**config.mk**
```make
export PLATFORM = sky130hd
export DESIGN_NAME = cooperative_task_tick_scheduler_flat
export DESIGN_NICKNAME = d
export VERILOG_FILES = /design/src/rtl/ctts_pkg.sv /design/src/rtl/ctts_if.sv /design/src/rtl/ctts_div.sv /design/src/rtl/ctts_mem.sv /design/src/rtl/cooperative_task_tick_scheduler.sv /design/src/flat_wrapper.sv
export VERILOG_INCLUDE_DIRS = /design/src /design/src/rtl
export SDC_FILE = /design/constraint.sdc
export NUM_CORES = 1
export LEC_CHECK = 0
export BUFFER_PORTS_ARGS = -buffer_cell sky130_fd_sc_hd__clkbuf_2
export CORE_UTILIZATION = 55
export DETAILED_ROUTE_END_ITERATION = 8
export PLACE_DENSITY_LB_ADDON = 0.2
export SLEW_MARGIN = 20
export SYNTH_ARGS = -nofsm -noshare
export SYNTH_HDL_FRONTEND = slang
export SYNTH_SLANG_ARGS = --single-unit
```
**constraint.sdc**
```tcl
create_clock -name clk_i -period 16.75 [get_ports clk_i]
set_input_delay 3.35 -clock clk_i [delete_from_list [all_inputs] [get_ports clk_i]]
set_output_delay 3.35 -clock clk_i [all_outputs]
set_load 0.005 [all_outputs]
```
**src/rtl/cooperative_task_tick_scheduler_assert.svh**
```systemverilog
// Assertion macros used by the scheduler's RTL.
`ifndef COOPERATIVE_TASK_TICK_SCHEDULER_ASSERT_SVH
`define COOPERATIVE_TASK_TICK_SCHEDULER_ASSERT_SVH

// Same-cycle implication, sampled on the rising clock edge, off during reset.
`define CTTS_ASSERT_IMPL(lbl, ante, cons) \
  lbl: assert property (@(posedge clk_i) disable iff (!rst_ni) (ante) |-> (cons)) \
    else $error("cooperative_task_tick_scheduler: implication check failed");

// Next-cycle implication, sampled on the rising clock edge, off during reset.
`define CTTS_ASSERT_NEXT(lbl, ante, cons) \
  lbl: assert property (@(posedge clk_i) disable iff (!rst_ni) (ante) |=> (cons)) \
    else $error("cooperative_task_tick_scheduler: next-cycle check failed");

`endif

```
**src/rtl/ctts_pkg.sv**
```systemverilog
package ctts_pkg;

  localparam int unsigned ValW       = 16;
  localparam int unsigned HandleW    = 16;
  localparam int unsigned RunsW      = 8;
  localparam int unsigned SlotW      = 4;
  localparam int unsigned TslotW     = 3;
  localparam int unsigned ResCntW    = 4;
  localparam int unsigned MaxResults = 8;

  localparam logic [RunsW-1:0] RunsMax = '1;

  typedef enum logic [1:0] {
    ACT_TICK     = 2'd0,
    ACT_ADD      = 2'd1,
    ACT_DELETE   = 2'd2,
    ACT_DISPATCH = 2'd3
  } action_e;

  typedef enum logic [1:0] {
    KIND_ADD    = 2'd0,
    KIND_DELETE = 2'd1,
    KIND_RUN    = 2'd2,
    KIND_IDLE   = 2'd3
  } kind_e;

  // One slot of the task table.
  typedef struct packed {
    logic [HandleW-1:0] handle;
    logic [ValW-1:0]    delay;
    logic [ValW-1:0]    period;
    logic [RunsW-1:0]   runs;
  } entry_t;

  // Per-cycle commands from the sequencer to the slot memory.
  typedef struct packed {
    logic re;
    logic we;
    logic clr;
  } mem_ctrl_t;

endpackage

```
**src/rtl/ctts_if.sv**
```systemverilog
interface ctts_in_if;
  import ctts_pkg::*;

  logic                valid;
  logic                ready;
  logic [1:0]          action;
  logic [TslotW-1:0]   task_slot;
  logic [HandleW-1:0]  task_handle;
  logic [ValW-1:0]     delay_ms;
  logic [ValW-1:0]     period_ms;

  modport source (
    output valid, action, task_slot, task_handle, delay_ms, period_ms,
    input  ready
  );
  modport sink (
    input  valid, action, task_slot, task_handle, delay_ms, period_ms,
    output ready
  );
endinterface

interface ctts_out_if;
  import ctts_pkg::*;

  logic               valid;
  logic               ready;
  logic [1:0]         kind;
  logic [SlotW-1:0]   slot;
  logic [HandleW-1:0] handle;
  logic               was_empty;
  logic               last;

  modport source (
    output valid, kind, slot, handle, was_empty, last,
    input  ready
  );
  modport sink (
    input  valid, kind, slot, handle, was_empty, last,
    output ready
  );
endinterface

```
**src/rtl/ctts_div.sv**
```systemverilog
module ctts_div #(
  parameter int unsigned TICK_MS = 10
) (
  input  logic                      clk_i,
  input  logic                      rst_ni,
  input  logic                      start_i,
  input  logic [ctts_pkg::ValW-1:0] dividend_i,
  output logic                      done_o,
  output logic [ctts_pkg::ValW-1:0] quo_o
);
  import ctts_pkg::*;

  // Division by the tick length is a multiplication by its rounded-up
  // reciprocal. With the shift at ValW plus the bits of TICK_MS, the
  // reciprocal fits in ValW+1 bits and the quotient is exact for every
  // ValW-bit dividend.
  localparam int unsigned    Shift     = ValW + $clog2(TICK_MS);
  localparam longint unsigned RecipFull =
    ((64'd1 << Shift) + 64'(TICK_MS) - 64'd1) / 64'(TICK_MS);
  localparam logic [ValW:0]  Recip     = (ValW+1)'(RecipFull);
  localparam int unsigned    ProdW     = 2 * ValW + 1;

  logic             done_q;
  logic [ProdW-1:0] prod_q;
  logic [ProdW-1:0] prod;

  assign prod = ProdW'(dividend_i) * ProdW'(Recip);

  always_ff @(posedge clk_i or negedge rst_ni) begin
    if (!rst_ni) begin
      done_q <= 1'b0;
    end else begin
      done_q <= start_i;
    end
  end

  always_ff @(posedge clk_i) begin
    if (start_i) begin
      prod_q <= prod;
    end
  end

  assign done_o = done_q;
  assign quo_o  = ValW'(prod_q >> Shift);

endmodule

```
**src/rtl/ctts_mem.sv**
```systemverilog
module ctts_mem #(
  parameter int unsigned NUM_TASKS = 8,
  parameter int unsigned AW        = 3
) (
  input  logic                  clk_i,
  input  logic                  rst_ni,
  input  ctts_pkg::mem_ctrl_t   ctrl_i,
  input  logic [AW-1:0]         raddr_i,
  input  logic [AW-1:0]         waddr_i,
  input  ctts_pkg::entry_t      wdata_i,
  output ctts_pkg::entry_t      rdata_o
);
  import ctts_pkg::*;

  entry_t               mem_q [NUM_TASKS];
  logic [NUM_TASKS-1:0] valid_q;
  entry_t               rdata_q;
  logic                 rvalid_q;

  // A slot that was never written, or was cleared, reads as all zero.
  always_ff @(posedge clk_i or negedge rst_ni) begin
    if (!rst_ni) begin
      valid_q  <= '0;
      rvalid_q <= 1'b0;
    end else begin
      if (ctrl_i.we) begin
        valid_q[waddr_i] <= 1'b1;
      end else if (ctrl_i.clr) begin
        valid_q[waddr_i] <= 1'b0;
      end
      if (ctrl_i.re) begin
        rvalid_q <= valid_q[raddr_i];
      end
    end
  end

  always_ff @(posedge clk_i) begin
    if (ctrl_i.we) begin
      mem_q[waddr_i] <= wdata_i;
    end
    if (ctrl_i.re) begin
      rdata_q <= mem_q[raddr_i];
    end
  end

  assign rdata_o = rvalid_q ? rdata_q : '0;

endmodule

```
**src/rtl/cooperative_task_tick_scheduler.sv**
```systemverilog
// Channel  Role    Handshake     Payload
// in_i     sink    valid/ready   action, task_slot, task_handle, delay_ms, period_ms
// out_o    source  valid/ready   kind, slot, handle, was_empty, last
//
// Tick: the sequencer visits each slot in turn, a registered memory read followed by
// the update through the shared slot datapath. Add first divides delay and then period
// by TICK_MS in the reciprocal multiplier, then searches the slots in order for a free
// one, or through all of them when the table is full. Delete skips the table for a slot
// outside it and otherwise reads and clears that slot; dispatch walks every slot.
// Output back-pressure can stall an add, a delete or a dispatch.
// Reset is asynchronous and active low; the table reads as empty at once, with no
// clearing pass. A stalled output holds its transaction in the output register.
module cooperative_task_tick_scheduler #(
  parameter int unsigned NUM_TASKS = 8,
  parameter int unsigned TICK_MS   = 10
) (
  input logic         clk_i,
  input logic         rst_ni,
  ctts_in_if.sink     in_i,
  ctts_out_if.source  out_o
);
  import ctts_pkg::*;

  // Slot address width, and the width of the slot counter, which must also
  // hold NUM_TASKS itself.
  localparam int unsigned AW = (NUM_TASKS > 1) ? $clog2(NUM_TASKS) : 1;
  localparam int unsigned CW = $clog2(NUM_TASKS + 1);

  localparam logic [2:0] S_IDLE = 3'd0;
  localparam logic [2:0] S_DIVD = 3'd1;
  localparam logic [2:0] S_DIVP = 3'd2;
  localparam logic [2:0] S_RD   = 3'd3;
  localparam logic [2:0] S_EX   = 3'd4;
  localparam logic [2:0] S_FIN  = 3'd5;
  localparam logic [2:0] S_EMIT = 3'd6;

  logic [2:0] state_q, state_d;
  logic [CW-1:0] idx_q, idx_d;
  logic [ResCntW-1:0] nres_q, nres_d;

  // Latched input transaction; the period register later holds its quotient.
  action_e act_q, act_d;
  logic [HandleW-1:0] handle_q, handle_d;
  logic [ValW-1:0] dly_q, dly_d;
  logic [ValW-1:0] per_q, per_d;

  // The result being built. During a dispatch pass it holds the latest hit,
  // which can only be sent once it is known whether another hit follows.
  kind_e res_kind_q, res_kind_d;
  logic [SlotW-1:0] res_slot_q, res_slot_d;
  logic [HandleW-1:0] res_handle_q, res_handle_d;
  logic res_empty_q, res_empty_d;

  // Output register.
  logic out_valid_q;
  kind_e out_kind_q;
  logic [SlotW-1:0] out_slot_q;
  logic [HandleW-1:0] out_handle_q;
  logic out_empty_q;
  logic out_last_q;
  logic out_load;
  logic out_last_n;
  logic out_free;

  // Shared divider.
  logic div_start;
  logic [ValW-1:0] div_arg;
  logic div_done;
  logic [ValW-1:0] div_quo;

  // Slot memory.
  mem_ctrl_t mem_ctrl;
  entry_t wr_entry;
  entry_t rd_entry;

  // Slot datapath.
  logic occupied;
  logic hit;
  logic idx_last;
  entry_t tick_entry;
  entry_t run_entry;

  ctts_div #(
    .TICK_MS (TICK_MS)
  ) u_div (
    .clk_i      (clk_i),
    .rst_ni     (rst_ni),
    .start_i    (div_start),
    .dividend_i (div_arg),
    .done_o     (div_done),
    .quo_o      (div_quo)
  );

  ctts_mem #(
    .NUM_TASKS (NUM_TASKS),
    .AW        (AW)
  ) u_mem (
    .clk_i   (clk_i),
    .rst_ni  (rst_ni),
    .ctrl_i  (mem_ctrl),
    .raddr_i (idx_q[AW-1:0]),
    .waddr_i (idx_q[AW-1:0]),
    .wdata_i (wr_entry),
    .rdata_o (rd_entry)
  );

  assign out_free = !out_valid_q || out_o.ready;

  // Datapath for one slot, shared by every action. A slot whose delay has run
  // out gains a pending run, saturating, and reloads its period; a one-shot
  // task thus keeps a delay of zero and gains a run on every later tick.
  always_comb begin
    occupied = (rd_entry.handle != '0);
    hit      = occupied && (rd_entry.runs != '0) && (nres_q < ResCntW'(MaxResults));
    idx_last = (idx_q == CW'(NUM_TASKS - 1));

    tick_entry = rd_entry;
    if (rd_entry.delay <= ValW'(1)) begin
      if (rd_entry.runs != RunsMax) begin
        tick_entry.runs = rd_entry.runs + 1'b1;
      end
      tick_entry.delay = rd_entry.period;
    end else begin
      tick_entry.delay = rd_entry.delay - 1'b1;
    end

    run_entry      = rd_entry;
    run_entry.runs = rd_entry.runs - 1'b1;
  end

  // Sequencer.
  always_comb begin
    state_d      = state_q;
    idx_d        = idx_q;
    nres_d       = nres_q;
    act_d        = act_q;
    handle_d     = handle_q;
    dly_d        = dly_q;
    per_d        = per_q;
    res_kind_d   = res_kind_q;
    res_slot_d   = res_slot_q;
    res_handle_d = res_handle_q;
    res_empty_d  = res_empty_q;
    mem_ctrl     = '0;
    wr_entry     = rd_entry;
    div_start    = 1'b0;
    div_arg      = in_i.delay_ms;
    out_load     = 1'b0;
    out_last_n   = 1'b1;

    unique case (state_q)
      S_IDLE: begin
        if (in_i.valid) begin
          act_d    = action_e'(in_i.action);
          handle_d = in_i.task_handle;
          per_d    = in_i.period_ms;
          idx_d    = '0;
          nres_d   = '0;
          unique case (action_e'(in_i.action))
            ACT_TICK: begin
              state_d = S_RD;
            end
            ACT_ADD: begin
              div_start = 1'b1;
              div_arg   = in_i.delay_ms;
              state_d   = S_DIVD;
            end
            ACT_DELETE: begin
              // A slot beyond the table is reported as empty and left alone.
              if (7'(in_i.task_slot) < 7'(NUM_TASKS)) begin
                idx_d   = CW'(in_i.task_slot);
                state_d = S_RD;
              end else begin
                res_kind_d   = KIND_DELETE;
                res_slot_d   = SlotW'(in_i.task_slot);
                res_handle_d = '0;
                res_empty_d  = 1'b1;
                state_d      = S_EMIT;
              end
            end
            ACT_DISPATCH: begin
              state_d = S_RD;
            end
          endcase
        end
      end

      S_DIVD: begin
        if (div_done) begin
          dly_d     = div_quo;
          div_start = 1'b1;
          div_arg   = per_q;
          state_d   = S_DIVP;
        end
      end

      S_DIVP: begin
        if (div_done) begin
          per_d   = div_quo;
          state_d = S_RD;
        end
      end

      S_RD: begin
        mem_ctrl.re = 1'b1;
        state_d     = S_EX;
      end

      S_EX: begin
        unique case (act_q)
          ACT_TICK: begin
            if (occupied) begin
              mem_ctrl.we = 1'b1;
              wr_entry    = tick_entry;
            end
            idx_d   = idx_q + 1'b1;
            state_d = idx_last ? S_IDLE : S_RD;
          end

          ACT_ADD: begin
            res_kind_d   = KIND_ADD;
            res_handle_d = '0;
            res_empty_d  = 1'b0;
            if (!occupied) begin
              mem_ctrl.we     = 1'b1;
              wr_entry.handle = handle_q;
              wr_entry.delay  = dly_q;
              wr_entry.period = per_q;
              wr_entry.runs   = '0;
              res_slot_d      = SlotW'(idx_q);
              state_d         = S_EMIT;
            end else if (idx_last) begin
              // Table full: the reply carries NUM_TASKS in the slot field.
              res_slot_d = SlotW'(NUM_TASKS);
              state_d    = S_EMIT;
            end else begin
              idx_d   = idx_q + 1'b1;
              state_d = S_RD;
            end
          end

          ACT_DELETE: begin
            mem_ctrl.clr = 1'b1;
            res_kind_d   = KIND_DELETE;
            res_slot_d   = SlotW'(idx_q);
            res_handle_d = '0;
            res_empty_d  = !occupied;
            state_d      = S_EMIT;
          end

          ACT_DISPATCH: begin
            // A new hit pushes the previous one out, which then is not last;
            // wait here while the output register is still full.
            if (!(hit && (nres_q != '0) && !out_free)) begin
              if (hit) begin
                if (nres_q != '0) begin
                  out_load   = 1'b1;
                  out_last_n = 1'b0;
                end
                res_kind_d   = KIND_RUN;
                res_slot_d   = SlotW'(idx_q);
                res_handle_d = rd_entry.handle;
                res_empty_d  = 1'b0;
                nres_d       = nres_q + 1'b1;
                if (rd_entry.period == '0) begin
                  mem_ctrl.clr = 1'b1;
                end else begin
                  mem_ctrl.we = 1'b1;
                  wr_entry    = run_entry;
                end
              end
              idx_d   = idx_q + 1'b1;
              state_d = idx_last ? S_FIN : S_RD;
            end
          end
        endcase
      end

      S_FIN: begin
        if (nres_q == '0) begin
          res_kind_d   = KIND_IDLE;
          res_slot_d   = '0;
          res_handle_d = '0;
          res_empty_d  = 1'b0;
        end
        state_d = S_EMIT;
      end

      S_EMIT: begin
        if (out_free) begin
          out_load   = 1'b1;
          out_last_n = 1'b1;
          state_d    = S_IDLE;
        end
      end

      default: begin
        state_d = S_IDLE;
      end
    endcase
  end

  always_ff @(posedge clk_i or negedge rst_ni) begin
    if (!rst_ni) begin
      state_q     <= S_IDLE;
      idx_q       <= '0;
      nres_q      <= '0;
      out_valid_q <= 1'b0;
    end else begin
      state_q <= state_d;
      idx_q   <= idx_d;
      nres_q  <= nres_d;
      if (out_load) begin
        out_valid_q <= 1'b1;
      end else if (out_o.ready) begin
        out_valid_q <= 1'b0;
      end
    end
  end

  always_ff @(posedge clk_i) begin
    act_q        <= act_d;
    handle_q     <= handle_d;
    dly_q        <= dly_d;
    per_q        <= per_d;
    res_kind_q   <= res_kind_d;
    res_slot_q   <= res_slot_d;
    res_handle_q <= res_handle_d;
    res_empty_q  <= res_empty_d;
    if (out_load) begin
      out_kind_q   <= res_kind_q;
      out_slot_q   <= res_slot_q;
      out_handle_q <= res_handle_q;
      out_empty_q  <= res_empty_q;
      out_last_q   <= out_last_n;
    end
  end

  assign in_i.ready      = (state_q == S_IDLE);
  assign out_o.valid     = out_valid_q;
  assign out_o.kind      = out_kind_q;
  assign out_o.slot      = out_slot_q;
  assign out_o.handle    = out_handle_q;
  assign out_o.was_empty = out_empty_q;
  assign out_o.last      = out_last_q;

  `include "cooperative_task_tick_scheduler_assert.svh"

  // Every accepted action takes the sequencer out of the idle state.
  `CTTS_ASSERT_NEXT(a_busy_after_accept, in_i.valid && in_i.ready, state_q != S_IDLE)
  // The slot datapath only ever works on a slot inside the table.
  `CTTS_ASSERT_IMPL(a_slot_in_range, state_q == S_EX, idx_q < CW'(NUM_TASKS))
  // Only a dispatch pass sends results that are not the final one.
  `CTTS_ASSERT_IMPL(a_nonlast_is_run, out_valid_q && !out_last_q, out_kind_q == KIND_RUN)

endmodule

```
**src/flat_wrapper.sv**
```systemverilog
// flat-port wrapper written by rule: the top's interface ports become plain ports
module cooperative_task_tick_scheduler_flat import ctts_pkg::*;
#(
  parameter int unsigned NUM_TASKS = 8,
  parameter int unsigned TICK_MS   = 10
)
  (clk_i, rst_ni, in_i_valid, in_i_action, in_i_task_slot, in_i_task_handle, in_i_delay_ms, in_i_period_ms, in_i_ready, out_o_valid, out_o_kind, out_o_slot, out_o_handle, out_o_was_empty, out_o_last, out_o_ready);
  ctts_in_if in_i_i ();
  ctts_out_if out_o_i ();
  input logic clk_i;
  input logic rst_ni;
  input wire logic [$bits(in_i_i.valid)-1:0] in_i_valid;
  input wire logic [$bits(in_i_i.action)-1:0] in_i_action;
  input wire logic [$bits(in_i_i.task_slot)-1:0] in_i_task_slot;
  input wire logic [$bits(in_i_i.task_handle)-1:0] in_i_task_handle;
  input wire logic [$bits(in_i_i.delay_ms)-1:0] in_i_delay_ms;
  input wire logic [$bits(in_i_i.period_ms)-1:0] in_i_period_ms;
  output wire logic [$bits(in_i_i.ready)-1:0] in_i_ready;
  output wire logic [$bits(out_o_i.valid)-1:0] out_o_valid;
  output wire logic [$bits(out_o_i.kind)-1:0] out_o_kind;
  output wire logic [$bits(out_o_i.slot)-1:0] out_o_slot;
  output wire logic [$bits(out_o_i.handle)-1:0] out_o_handle;
  output wire logic [$bits(out_o_i.was_empty)-1:0] out_o_was_empty;
  output wire logic [$bits(out_o_i.last)-1:0] out_o_last;
  input wire logic [$bits(out_o_i.ready)-1:0] out_o_ready;
  assign in_i_i.valid = in_i_valid;
  assign in_i_i.action = in_i_action;
  assign in_i_i.task_slot = in_i_task_slot;
  assign in_i_i.task_handle = in_i_task_handle;
  assign in_i_i.delay_ms = in_i_delay_ms;
  assign in_i_i.period_ms = in_i_period_ms;
  assign in_i_ready = in_i_i.ready;
  assign out_o_valid = out_o_i.valid;
  assign out_o_kind = out_o_i.kind;
  assign out_o_slot = out_o_i.slot;
  assign out_o_handle = out_o_i.handle;
  assign out_o_was_empty = out_o_i.was_empty;
  assign out_o_last = out_o_i.last;
  assign out_o_i.ready = out_o_ready;
  cooperative_task_tick_scheduler #(.NUM_TASKS(NUM_TASKS), .TICK_MS(TICK_MS)) u_core (.clk_i(clk_i), .rst_ni(rst_ni), .in_i(in_i_i), .out_o(out_o_i));
endmodule
```
After elaboration in Yosys (flattened, before gate mapping)
Memory sizes are Yosys's and may differ from the RTL's. A register that Yosys moved wholly into a read port is not among the register bits.
Index checks and enable logic that the tools add are counted.
- input port bits: 57
- word-level logic and storage cells: 195
- RAM bits: 448
- bits in registers: 148
- memories kept: 1
- output and inout bits: 26
- memories (name ; depth ; width ; read ports ; clocked after Yosys merged registers in ; write ports ; line ; RTL):
    u_core.u_mem.mem_q ; 8 ; 56 ; 1 ; 1 ; 1 ; ctts_mem.sv:15 ; entry_t mem_q [NUM_TASKS];
- $lt $le $gt $ge: 4
- multiplexer cells: 93
- bitwise gates (word level): 6
- equality and inequality tests: 30
- reductions and logical operators: 34
- $mul: 1
- add/sub/neg operators: 5
- operator list (operator ; number):
    56-bit two-way mux ; 3
    56-bit case mux with 3 select lines ; 1
    16-bit two-way mux ; 8
    16-bit case mux with 2 select lines ; 3
    8-bit two-way mux ; 7
    4-bit two-way mux ; 13
    40-bit two-way mux ; 1
    16-bit by 16-bit multiplier with 32-bit output, second input constant ; 1
    3-bit two-way mux ; 9
    4-bit case mux with 2 select lines ; 3
    4-bit case mux with 3 select lines ; 2
    1-bit two-way mux ; 23
    3-bit case mux with 7 select lines ; 1
    5-bit AND reduction ; 4
    16-bit by 1-bit less-or-equal comparator with 1-bit output, second input constant ; 1
    16-bit zero test ; 1
    16-bit nonzero test ; 1
    16-bit by 1-bit subtractor with 16-bit output, second input constant ; 1
    2-bit two-way mux ; 7
    3-bit case mux with 4 select lines ; 1
    6-bit AND reduction ; 2
    2-bit nonzero test ; 5
    3-bit equality test, second input constant ; 3
    3-bit by 2-bit inequality test with 1-bit output, second input constant ; 3
    42 further kinds ; 69

Logic depth before layout (Yosys ltp)
Gate-level depths: netlist of the first run.
- word-level depth: 11
- depth in mapped cells: 26
- mapped depth without buffers: 24

Cells and area by module
Synthesis of the first run repeated with hierarchy kept, for this count alone.
- cell total of the unflattened synthesis: 1910
- area total of the unflattened synthesis: 30784.5 um2
- modules (own cells, without submodules) (module ; cells each ; seq. area each (um2) ; instances ; area each (um2)):
    ctts_mem ; 813 ; 15359.7 ; 1 ; 19308.5
    cooperative_task_tick_scheduler ; 585 ; 3213.1 ; 1 ; 6331.1
    ctts_div ; 512 ; 415.4 ; 1 ; 5144.9

Least setup slack after synthesis of the first run
No wires, ideal clock.
- path type: input -> register
- from: in in_i_delay_ms[3]
- to: reg u_core.u_div.prod_q[26] (data pin)
- arrival: 8.157 ns
- cell stages on the path: 20
- slack: 8.335 ns
- path buffers: 0
- required time: 16.492 ns
- setup time: 0.258 ns
- path through: mux2_2 -> ha_1 -> inv_1 -> fa_1 -> inv_1 -> fa_1 -> fa_1 -> fa_1 -> inv_1 -> fa_1 -> inv_1 -> ha_1 -> and2_1 -> a21boi_0 -> a211oi_1 -> o221ai_1 -> a211oi_1 -> o21bai_1 -> a21oi_1 -> xnor2_1
- word-level cells in the longest chain between the ends: 3
- ends and longest elaborated chain (item ; line ; RTL):
    start: declaration ; flat_wrapper.sv:16 ; input wire logic [$bits(in_i_i.delay_ms)-1:0] in_i_delay_ms;
    16-bit two-way mux ; cooperative_task_tick_scheduler.sv:189 ; if (div_done) begin
    16-bit two-way mux * ; - ;
    16-bit by 16-bit multiplier with 32-bit output * ; ctts_div.sv:27 ; assign prod = ProdW'(dividend_i) * ProdW'(Recip);
    via u_core.u_div.prod[26] ; ctts_div.sv:25 ; logic [ProdW-1:0] prod;
    end signal: assignment ; ctts_div.sv:39 ; prod_q <= prod;
    end: declaration ; ctts_div.sv:24 ; logic [ProdW-1:0] prod_q;
Mark *: on every way through the listed nets, which the timed path passes. The rest lies on a longest branch.
A chain may end at the register's enable or synchronous reset.

Final worst setup path of the first run
- from: in in_i_delay_ms[6]
- to: reg u_core.u_div.prod_q[26] (data pin)
Same word-level chain as after synthesis.

==> impl_metrics.ini, run 1 <==
[yosys]
synth-edff-count = 611
yosys.area.top_type_share = 0.627
synth_top_family_by_area = compound AO/OA/AOI/OAI gates
avgSynthCellArea_um2 = 14.3
syn-num-nets = 2314
synth_xor_area_frac = 0.00898
synth_fa_ha_area_frac = 0.113
yosysTopAreaCell = edfxtp_1
synth-simple-area-share = 0.0621
async_flop_share = 0.0348
synth_cells = 2040
yosysSeqAreaShare = 0.646
synth.area.mux_share = 0.0164
synth-seq-cells = 633
ys_types = 73
synth-compound-area-share = 0.118
yosys-top-cells-area = edfxtp_1 (63%), a22oi_1 (6.2%), ha_1 (5.9%)
synth_ff_type = edfxtp_1
syn_area_mm2 = 0.0293
yosysWarnings = 0

[global_route]
grt_antenna_before_repair = 0
grt.overflow.total = 0
grt_max_degree = 72
grt_first_pass_wirelength_mm = 110
grtUsageTotal = 0.274
grt_pass1_vias = 18100

[clocking]
cts-root-buf = clkbuf_16
cts_sinks = 633
cts_buffers = 61
h-tree-depth = 2
cts_tree = built
cts_hold_buf = 0
clk_pin_slew_ns = 0.07
insertion_delay_ns = 0.63
clk_path_buf_depth = 3
postCtsSetupRepairBufs = 0
cts_resized = 0

[sta]
fmax_mhz = 118
fin_crit_ns = 8.50
finalHoldViolations = 0
rsz0062_at_grt = false
min_period_over_period = 0.507
fin_skew_ns = 0.0304
setup_viol = 0
slew-limit-headroom = 0.232
setup_slack_ns = 8.25
tns_ns = 0
worst-slew-pin-transition_ns = 1.15
final-max-slew-violation-count = 0
hold_ws_ns = 0.405

[power_and_ir_drop]
p_per_area_mw_per_mm2 = 174
max-vdd-ir-drop_mv = 0.128
leakage_nw = 11.7

[run_status]
run_status = completed

[cells_and_area]
finalInstanceArea_mm2 = 0.0325
nets = 2388
n_antenna_cell = 0
fill_cells = 3931
final_cell_mix = edfxtp_1 (611), a22oi_1 (241), inv_1 (175)
area_delta_synth_final_pct = 11.0
final_common_cell = edfxtp_1
final_cells = 2850
drive_above_1_share = 0.124

[setup_path]
crit_family = adder cells
crit_path_top_delay_cell = fa_1
worstSetupPathType = in -> reg
cp_num_buf_inv = 6
critPathRequiredTime_ns = 17.11
cp-start-kind = input port
critPathArrivalTime_ns = 8.86
cp-end-kind = flop
cp_slowest_stage_delay_ns = 0.50
crit_chain = clkbuf_2 -> mux2i_1 -> inv_1 -> ha_1 -> inv_1 -> fa_1 -> inv_1 -> fa_1 -> fa_1 -> fa_1 -> inv_1 -> fa_1 -> inv_1 -> ha_1 -> and2_1 -> a21boi_0 -> a211oi_1 -> o221ai_1 -> a211oi_1 -> o21bai_1 -> a21oi_1 -> xnor2_1
path_max_fanout = 5

[die]
design.portCount = 83
num_rows = 84
die_area_mm2 = 0.0541
core_area_mm2 = 0.0526
die_w_um = 233
die_h_um = 233
start_util = 0.557

[drt]
viasPerCell = 6.42
drtIter0Drc = 1934
wl_mm = 73.8
vias = 18300
drtAntennaViolNets = 0
wl_per_cell_um = 25.9
drc = 0
drt_first_pass_iters = 7

[place]
io_buffers = 82
dp_slack_ns = 7.64
place.gp.congestion = 0.950
place_inst = 2739
place_hpwl_mm = 45.1
placed_area_mm2 = 0.0305

[run]
cap_violations = 0

[hold_path]
min_path_type = reg -> reg
==> power by group <==
group | switching, mW | internal [mW]
Combinational | 1.30 | 0.780
Sequential | 0.148 | 2.07
Clock | 0.577 | 0.773
Total | 2.03 | 3.63
==> kinds of logic (layout without fill, tap and decap cells) <==
kind of cell | count (synthesis) | count (layout)
AO/OA/AOI/OAI | 484 | 484
XOR/XNOR | 30 | 30
adder cells (fa/ha/maj) | 217 | 217
buffers and inverters | 275 | 397
flip-flops | 633 | 633
multiplexers | 44 | 44
AND/OR/NAND/NOR | 357 | 357
==> cells in the mapped netlist, types with 12 or more instances <==
cell type / instances
nor2_1: 66
inv_1: 175
a22oi_1: 241
fa_1: 78
edfxtp_1: 611
nand2_1: 100
o22ai_1: 16
xnor2_1: 20
a22o_1: 19
o21ai_0: 76
nand4_1: 63
and2_1: 29
dfrtp_1: 22
clkbuf_1: 84
mux2i_1: 12
nor3_1: 18
a21oi_1: 39
nand3_1: 18
ha_1: 139
a32oi_1: 15
mux2_2: 32
==> per-stage QoR <==
stage	total power [mW]	utilization
2_1_floorplan	3.66	-
3_3_place_gp	4.26	0.581
3_5_place_dp	4.31	0.581
4_1_cts	5.66	0.618
5_1_grt	5.98	0.618
6_report	5.66	0.618
==> worst register-to-register path, stage by stage, from the launching register on <==
cell	delay, ns
dfrtp_1	0.65
nor4bb_4	0.36
buf_4	0.47
mux2i_1	0.40
inv_1	0.17
ha_1	0.35
inv_1	0.09
fa_1	0.50
inv_1	0.06
fa_1	0.50
fa_1	0.45
fa_1	0.49
inv_1	0.05
fa_1	0.48
inv_1	0.04
ha_1	0.25
and2_1	0.16
a21boi_0	0.12
a211oi_1	0.27
o221ai_1	0.28
a211oi_1	0.45
o21bai_1	0.15
a21oi_1	0.21
xnor2_1	0.09
==> area by class of cell <==
| class | count | area [um2] | share of cell area |
|---|---|---|---|
| timing repair buffer | 110 | 621 | 0.0191 |
| clock inverter | 42 | 398 | 0.0123 |
| multi-input combinational | 1132 | 9470 | 0.292 |
| inverter | 176 | 661 | 0.0203 |
| sequential | 633 | 18900 | 0.582 |
| tap | 688 | 861 | 0.0265 |
| clock buffer | 69 | 1560 | 0.0479 |
==> flip-flops by register name, summed over array words and instances (netlist names), named ones only <==
| register | count |
|---|---|
| u_core.u_mem.rdata_q | 56 |
| u_core.u_div.done_o | 1 |
| u_core.dly_q | 13 |
| u_core.u_mem.rvalid_q | 1 |
| u_core.idx_q | 4 |
| u_core.res_kind_q | 2 |
| u_core.act_q | 2 |
| u_core.out_o.slot | 4 |
| u_core.handle_q | 16 |
| u_core.res_handle_q | 16 |
| u_core.out_o.was_empty | 1 |
| u_core.out_o.valid | 1 |
| u_core.out_o.last | 1 |
| u_core.state_q | 3 |
| u_core.res_empty_q | 1 |
| u_core.out_o.kind | 2 |
| u_core.per_q | 16 |
| u_core.nres_q | 4 |
| u_core.u_mem.mem_q | 448 |
| u_core.u_div.prod_q | 13 |
| u_core.out_o.handle | 16 |
| u_core.res_slot_q | 4 |
==> worst paths after layout <==
path / end / from / depth (start not counted) / slack (ns)
max in group asynchronous: u_core.u_mem.rvalid_q / rst_ni / 1 / 13.59
min in group asynchronous: u_core.idx_q[3] / rst_ni / 1 / 2.72
min reg2reg: u_core.out_o.kind[1] / u_core.res_kind_q[1] / 0 / 0.40
min: u_core.out_o.kind[1] / u_core.res_kind_q[1] / 0 / 0.40
max reg2reg: u_core.u_div.prod_q[26] / u_core.state_q[0] / 23 / 9.46
max: u_core.u_div.prod_q[26] / in_i_delay_ms[6] / 22 / 8.25
==> routing by layer <==
metal	vias to the layer above	GRT usage	wire [um]
met3	160	0.0366	5430
met4	0	0.106	2780
met5	-	0	0
li1	8000	-	-
met1	9233	0.366	29800
met2	904	0.458	35800
(Power assumes the default switching activity.)
==> run 2, diff against run 1 <==
==> constraint.sdc (replaced) <==
create_clock -name clk_i -period 7.3 [get_ports clk_i]
set_input_delay 1.46 -clock clk_i [delete_from_list [all_inputs] [get_ports clk_i]]
set_output_delay 1.46 -clock clk_i [all_outputs]
set_load 0.005 [all_outputs]
==> impl_metrics.ini, run 2 (synthesis gave the netlist of run 1 again) <==
[drt]
dr_wl_met2_mm = 37.2
highest_layer = met5
drtIter0Drc = 1961
wl_met1_mm = 29.9
wl_met3_mm = 6.03
vias = 18200
drtAntennaViolNets = 0
drt_first_pass_iters = 6
wl_mm = 75.2
drc = 0
viasPerCell = 6.35
wl_per_cell_um = 26.3

[global_route]
grt_antenna_before_repair = 2
grt_pass1_vias = 18000
grt_first_pass_wirelength_mm = 112
grt.overflow.total = 0
grtUsageTotal = 0.280
grt_max_degree = 58

[sta]
setup_slack_ns = 0.405
setup_viol = 0
rsz0062_at_grt = false
final-max-slew-violation-count = 0
slew-limit-headroom = 0.230
fin_skew_ns = 0.0484
fin_crit_ns = 6.89
finalHoldViolations = 0
tns_ns = 0
min_period_over_period = 0.944
fmax_mhz = 145
worst-slew-pin-transition_ns = 1.16

[clocking]
cts-root-buf = clkbuf_16
cts_sinks = 633
cts_tree = built
clk_path_buf_depth = 3
cts_resized = 0
cts_buffers = 61
h-tree-depth = 2
clk_pin_slew_ns = 0.06
postCtsSetupRepairBufs = 0
cts_hold_buf = 0
insertion_delay_ns = 0.64

[power_and_ir_drop]
leakage_nw = 11.8
max-vdd-ir-drop_mv = 0.367
p_per_area_mw_per_mm2 = 404

[cells_and_area]
final_common_cell = edfxtp_1
seqCellArea_mm2 = 0.0189
n_antenna_cell = 0
multi_input_area_mm2 = 0.00947
final_cells = 2860
top_regs = u_core.u_mem.mem_q: 448 flops, u_core.u_mem.rdata_q: 56 flops
fill_cells = 3881
largest_reg_flops = 448
drive_above_1_share = 0.130
area_delta_synth_final_pct = 11.6
final_cell_mix = edfxtp_1 (611), a22oi_1 (241), inv_1 (175)
regMostFlops = u_core.u_mem.mem_q
nets = 2395

[setup_path]
crit_path_top_delay_cell = fa_1
critPathArrivalTime_ns = 7.25
critPathRequiredTime_ns = 7.65
cp_slowest_stage_delay_ns = 0.50
crit_chain = nor4bb_4 -> buf_4 -> mux2i_1 -> inv_1 -> ha_1 -> inv_1 -> fa_1 -> inv_1 -> fa_1 -> fa_1 -> fa_1 -> inv_1 -> fa_1 -> inv_1 -> ha_1 -> and2_1 -> a21boi_0 -> a211oi_1 -> o221ai_1 -> a211oi_1 -> o21bai_1 -> a21oi_1 -> xnor2_1
cp-start-kind = flop
cp-end-kind = flop
path_max_fanout = 21
worstSetupPathType = reg -> reg

[run]
cap_violations = 0

[die]
die_area_mm2 = 0.0541
die_h_um = 233
core_area_mm2 = 0.0526
design.portCount = 83
die_w_um = 233
start_util = 0.557
num_rows = 84

[place]
place_inst = 2746
place.gp.congestion = 0.942
dp_slack_ns = 0.0502
place_hpwl_mm = 46.1
io_buffers = 82

[hold_path]
min_path_type = reg -> reg

[run_status]
run_status = completed
run 2: cell types whose count changed in the layout (fill, tap and decap cells not counted), moves of 2 or more:
cell	delta
bufinv_16	+2
buf_4	+7
clkinv_2	-3
inv_6	+2
clkinv_4	+2
clkbuf_8	+3
clkinvlp_4	-2
run 2: power by group:
part,internal [mW],switching (mW),total [mW]
combinational,1.80,3.05,4.85
sequential,4.76,0.329,5.09
clock,1.90,1.35,3.26
total,8.46,4.73,13.2
run 2: metrics by stage:
step / hold WS (ns) / area (um2) / util / power [mW]
floorplan: 0.400 / 29300 / - / 8.39
global placement: 0.401 / 30600 / 0.582 / 9.78
detailed placement: 0.405 / 30600 / 0.582 / 9.94
CTS: 0.420 / 32700 / 0.621 / 13.2
global route: 0.422 / 32700 / 0.621 / 13.9
finish: 0.418 / 32700 / 0.621 / 13.2
run 2: worst paths after layout:
kind	start	endpoint	slack, ns	depth (start not counted)
worst max register to register	u_core.state_q[2]	u_core.u_div.prod_q[26]	0.41	23
worst max-delay path	u_core.state_q[2]	u_core.u_div.prod_q[26]	0.41	23
max in group asynchronous	rst_ni	u_core.u_div.done_o	6.05	1
worst min-delay path	u_core.res_handle_q[9]	u_core.out_o.handle[9]	0.42	0
worst min register to register	u_core.res_handle_q[9]	u_core.out_o.handle[9]	0.42	0
min in group asynchronous	rst_ni	u_core.u_mem.rvalid_q	0.82	1
run 2: worst max-delay path, delay by kind of cell (launching register included):
kind,cells,cell delay [ns]
DFF,1,0.40
and+or+nand+nor,2,0.43
AOI/OAI and AO/OA,6,1.51
muxes,1,0.40
adders and majority gates,7,2.99
buffers and inverters,6,0.78
xor gates and xnor gates,1,0.08
run 2: final cells by class:
type / count / share of cell area
sequential: 633 / 0.579
multi-input combinational: 1132 / 0.290
clock buffer: 72 / 0.0496
tap: 688 / 0.0264
timing repair buffer: 117 / 0.0206
inverter: 176 / 0.0202
clock inverter: 42 / 0.0144
run 2: layer usage:
layer | up-vias | global-route usage
met3 | 127 | 0.0438
li1 | 8017 | -
met1 | 9123 | 0.374
met4 | 2 | 0.0823
met2 | 890 | 0.475
met5 | - | 0
==> run 3, diff against run 2 <==
--- a/config.mk
+++ b/config.mk
@@ -13,4 +13,5 @@
 export SLEW_MARGIN = 20
 export SYNTH_ARGS = -nofsm -noshare
 export SYNTH_HDL_FRONTEND = slang
+export SYNTH_HIERARCHICAL = 1
 export SYNTH_SLANG_ARGS = --single-unit
==> impl_metrics.ini, run 3 <==
[sta]
slew-limit-headroom = 0.252
hold_ws_ns = 0.419
finalHoldViolations = 0
worst-slew-pin-transition_ns = 1.10
min_period_over_period = 0.939
setup_slack_ns = 0.446
setup_viol = 0
rsz0062_at_grt = false
fin_crit_ns = 6.85
fin_skew_ns = 0.0230
fmax_mhz = 146
final-max-slew-violation-count = 0
tns_ns = 0

[global_route]
grtUsageTotal = 0.260
grt_first_pass_wirelength_mm = 109
grt_antenna_before_repair = 0
grt_pass1_vias = 17700
grt_max_degree = 109
grt.overflow.total = 0

[cells_and_area]
final_cells = 2818
post-route-util = 0.622
nets = 2293
area_delta_synth_final_pct = 11.6
final_common_cell = edfxtp_1
top_regs = u_core/u_mem/mem_q: 448 flops, u_core/u_mem/rdata_q: 56 flops
fill_cells = 3984
regMostFlops = u_core/u_mem/mem_q
drive_above_1_share = 0.226
largest_reg_flops = 448
final_cell_mix = edfxtp_1 (614), inv_1 (167), ha_1 (139)

[power_and_ir_drop]
max-vdd-ir-drop_mv = 0.388
swShare = 0.352
p_int_mw = 9.26
switchingPower_mw = 5.03
p_per_area_mw_per_mm2 = 416
pwr-share-seq = 0.358
power_frac_clock = 0.237
leakage_nw = 12.5
pwr-share-comb = 0.404

[clocking]
cts_hold_buf = 0
h-tree-depth = 3
clk_path_buf_depth = 3
clk_pin_slew_ns = 0.06
cts_resized = 0
postCtsSetupRepairBufs = 0
cts_tree = built
insertion_delay_ns = 0.61
cts-root-buf = clkbuf_16
cts_sinks = 636
cts_buffers = 68

[run]
cap_violations = 0

[drt]
drtAntennaViolNets = 0
wl_per_cell_um = 25.5
drt_first_pass_iters = 7
vias = 17100
drtIter0Drc = 1449
viasPerCell = 6.08
drc = 0
wl_mm = 71.9

[setup_path]
rr_worst_depth = 22
critPathArrivalTime_ns = 7.18
worstSetupPathType = reg -> reg
cp-end-kind = flop
cp-start-kind = flop
critPathRequiredTime_ns = 7.63
path_max_fanout = 18

[yosys]
synth-seq-cells = 636
async_flop_share = 0.0346
yosysMostFrequentCell = edfxtp_1
syn_area_mm2 = 0.0308
synth_common_cells = edfxtp_1 (614), inv_1 (167), ha_1 (139), mux4_2 (113), mux2_2 (104)
synth_ff_type = edfxtp_1
synth-edff-count = 614
yosysSeqAreaShare = 0.617
synth_cells = 1910
ys_types = 86
avgSynthCellArea_um2 = 16.1
yosysTopAreaCell = edfxtp_1
yosys.area.top_type_share = 0.599
yosys-top-cells-area = edfxtp_1 (60%), mux4_2 (8.3%), ha_1 (5.6%)
yosysWarnings = 6

[hold_path]
min_delay_path_depth = 0
min_path_type = reg -> reg

[place]
place_inst = 2696
io_buffers = 82
place_hpwl_mm = 47.3
place.gp.congestion = 0.914
dp_slack_ns = 0.323

[die]
core_area_mm2 = 0.0552
num_rows = 86
design.portCount = 83
start_util = 0.558
die_area_mm2 = 0.0569
die_w_um = 239
die_h_um = 239

[run_status]
run_status = completed
==> run 3: metal layers <==
layer  vias to the layer above  track usage  share of wire
met4                         0       0.0756          0.026
met5                         -            0              0
met1                      8846        0.354           0.42
li1                       7527            -              -
met3                       122       0.0365          0.056
met2                       651        0.438           0.50
==> run 3: layout make-up <==
class | count | area, um2 | area share
diodes | 1 | 2.50 | 0.0000728
clock buffers | 86 | 1820 | 0.0530
clock inverters | 35 | 372 | 0.0108
inverters | 168 | 631 | 0.0184
multi-input cells | 1031 | 10900 | 0.317
flip-flops and latches | 636 | 19000 | 0.553
well taps | 748 | 936 | 0.0272
repair buffers | 113 | 718 | 0.0209
==> run 3: final timing paths <==
kind                                   startpoint                      end  slack (ns)
setup / recovery                u_core/state_q[0]  u_core/u_div/prod_q[32]        0.45
hold / removal             u_core/res_handle_q[8]   u_core/out_o.handle[8]        0.42
setup reg to reg                u_core/state_q[0]  u_core/u_div/prod_q[32]        0.45
hold reg to reg            u_core/res_handle_q[8]   u_core/out_o.handle[8]        0.42
max in group asynchronous                  rst_ni          u_core/idx_q[2]        5.99
min in group asynchronous                  rst_ni        u_core/state_q[1]        0.86
==> run 3: power by group through the flow <==
stage | clock (mW) | combinational, mW | sequential (mW)
6_report | 3.39 | 5.77 | 5.12
5_1_grt | 3.58 | 6.35 | 5.16
4_1_cts | 3.44 | 5.77 | 5.13
3_5_place_dp | 0 | 5.73 | 5.20
3_3_place_gp | 0 | 5.67 | 5.20
2_1_floorplan | 0 | 4.43 | 4.99
==> run 3: worst max-delay path, cell delays in order (launching register included) <==
cell and delay (ns):
dfrtp_1 0.35, clkinv_1 0.26, nor4b_4 0.33, buf_4 0.36
mux2_2 0.48, ha_1 0.36, inv_1 0.09, fa_1 0.48
inv_1 0.05, fa_1 0.49, fa_1 0.45, fa_1 0.49
inv_1 0.05, fa_1 0.47, inv_1 0.04, ha_1 0.37
a21oi_1 0.18, o21ai_0 0.12, a31o_2 0.28, a311oi_4 0.41
o21ai_2 0.12, a211oi_2 0.23, xnor2_1 0.11
==> run 3: stage by stage <==
step | power (mW) | area (um2)
2_1_floorplan | 9.43 | 30800
3_3_place_gp | 10.9 | 32200
3_5_place_dp | 10.9 | 32200
4_1_cts | 14.3 | 34400
5_1_grt | 15.1 | 34400
6_report | 14.3 | 34400
==> run 3: cells by family after synthesis <==
logic type / Yosys count / synth area share
DFF: 636 / 0.617
adders and majority gates: 218 / 0.108
xor gates and xnor gates: 25 / 0.00711
AOI/OAI and AO/OA: 231 / 0.0519
other: 1 / 0.000122
buffers and inverters: 245 / 0.0328
muxes: 227 / 0.124
and+or+nand+nor: 327 / 0.0594
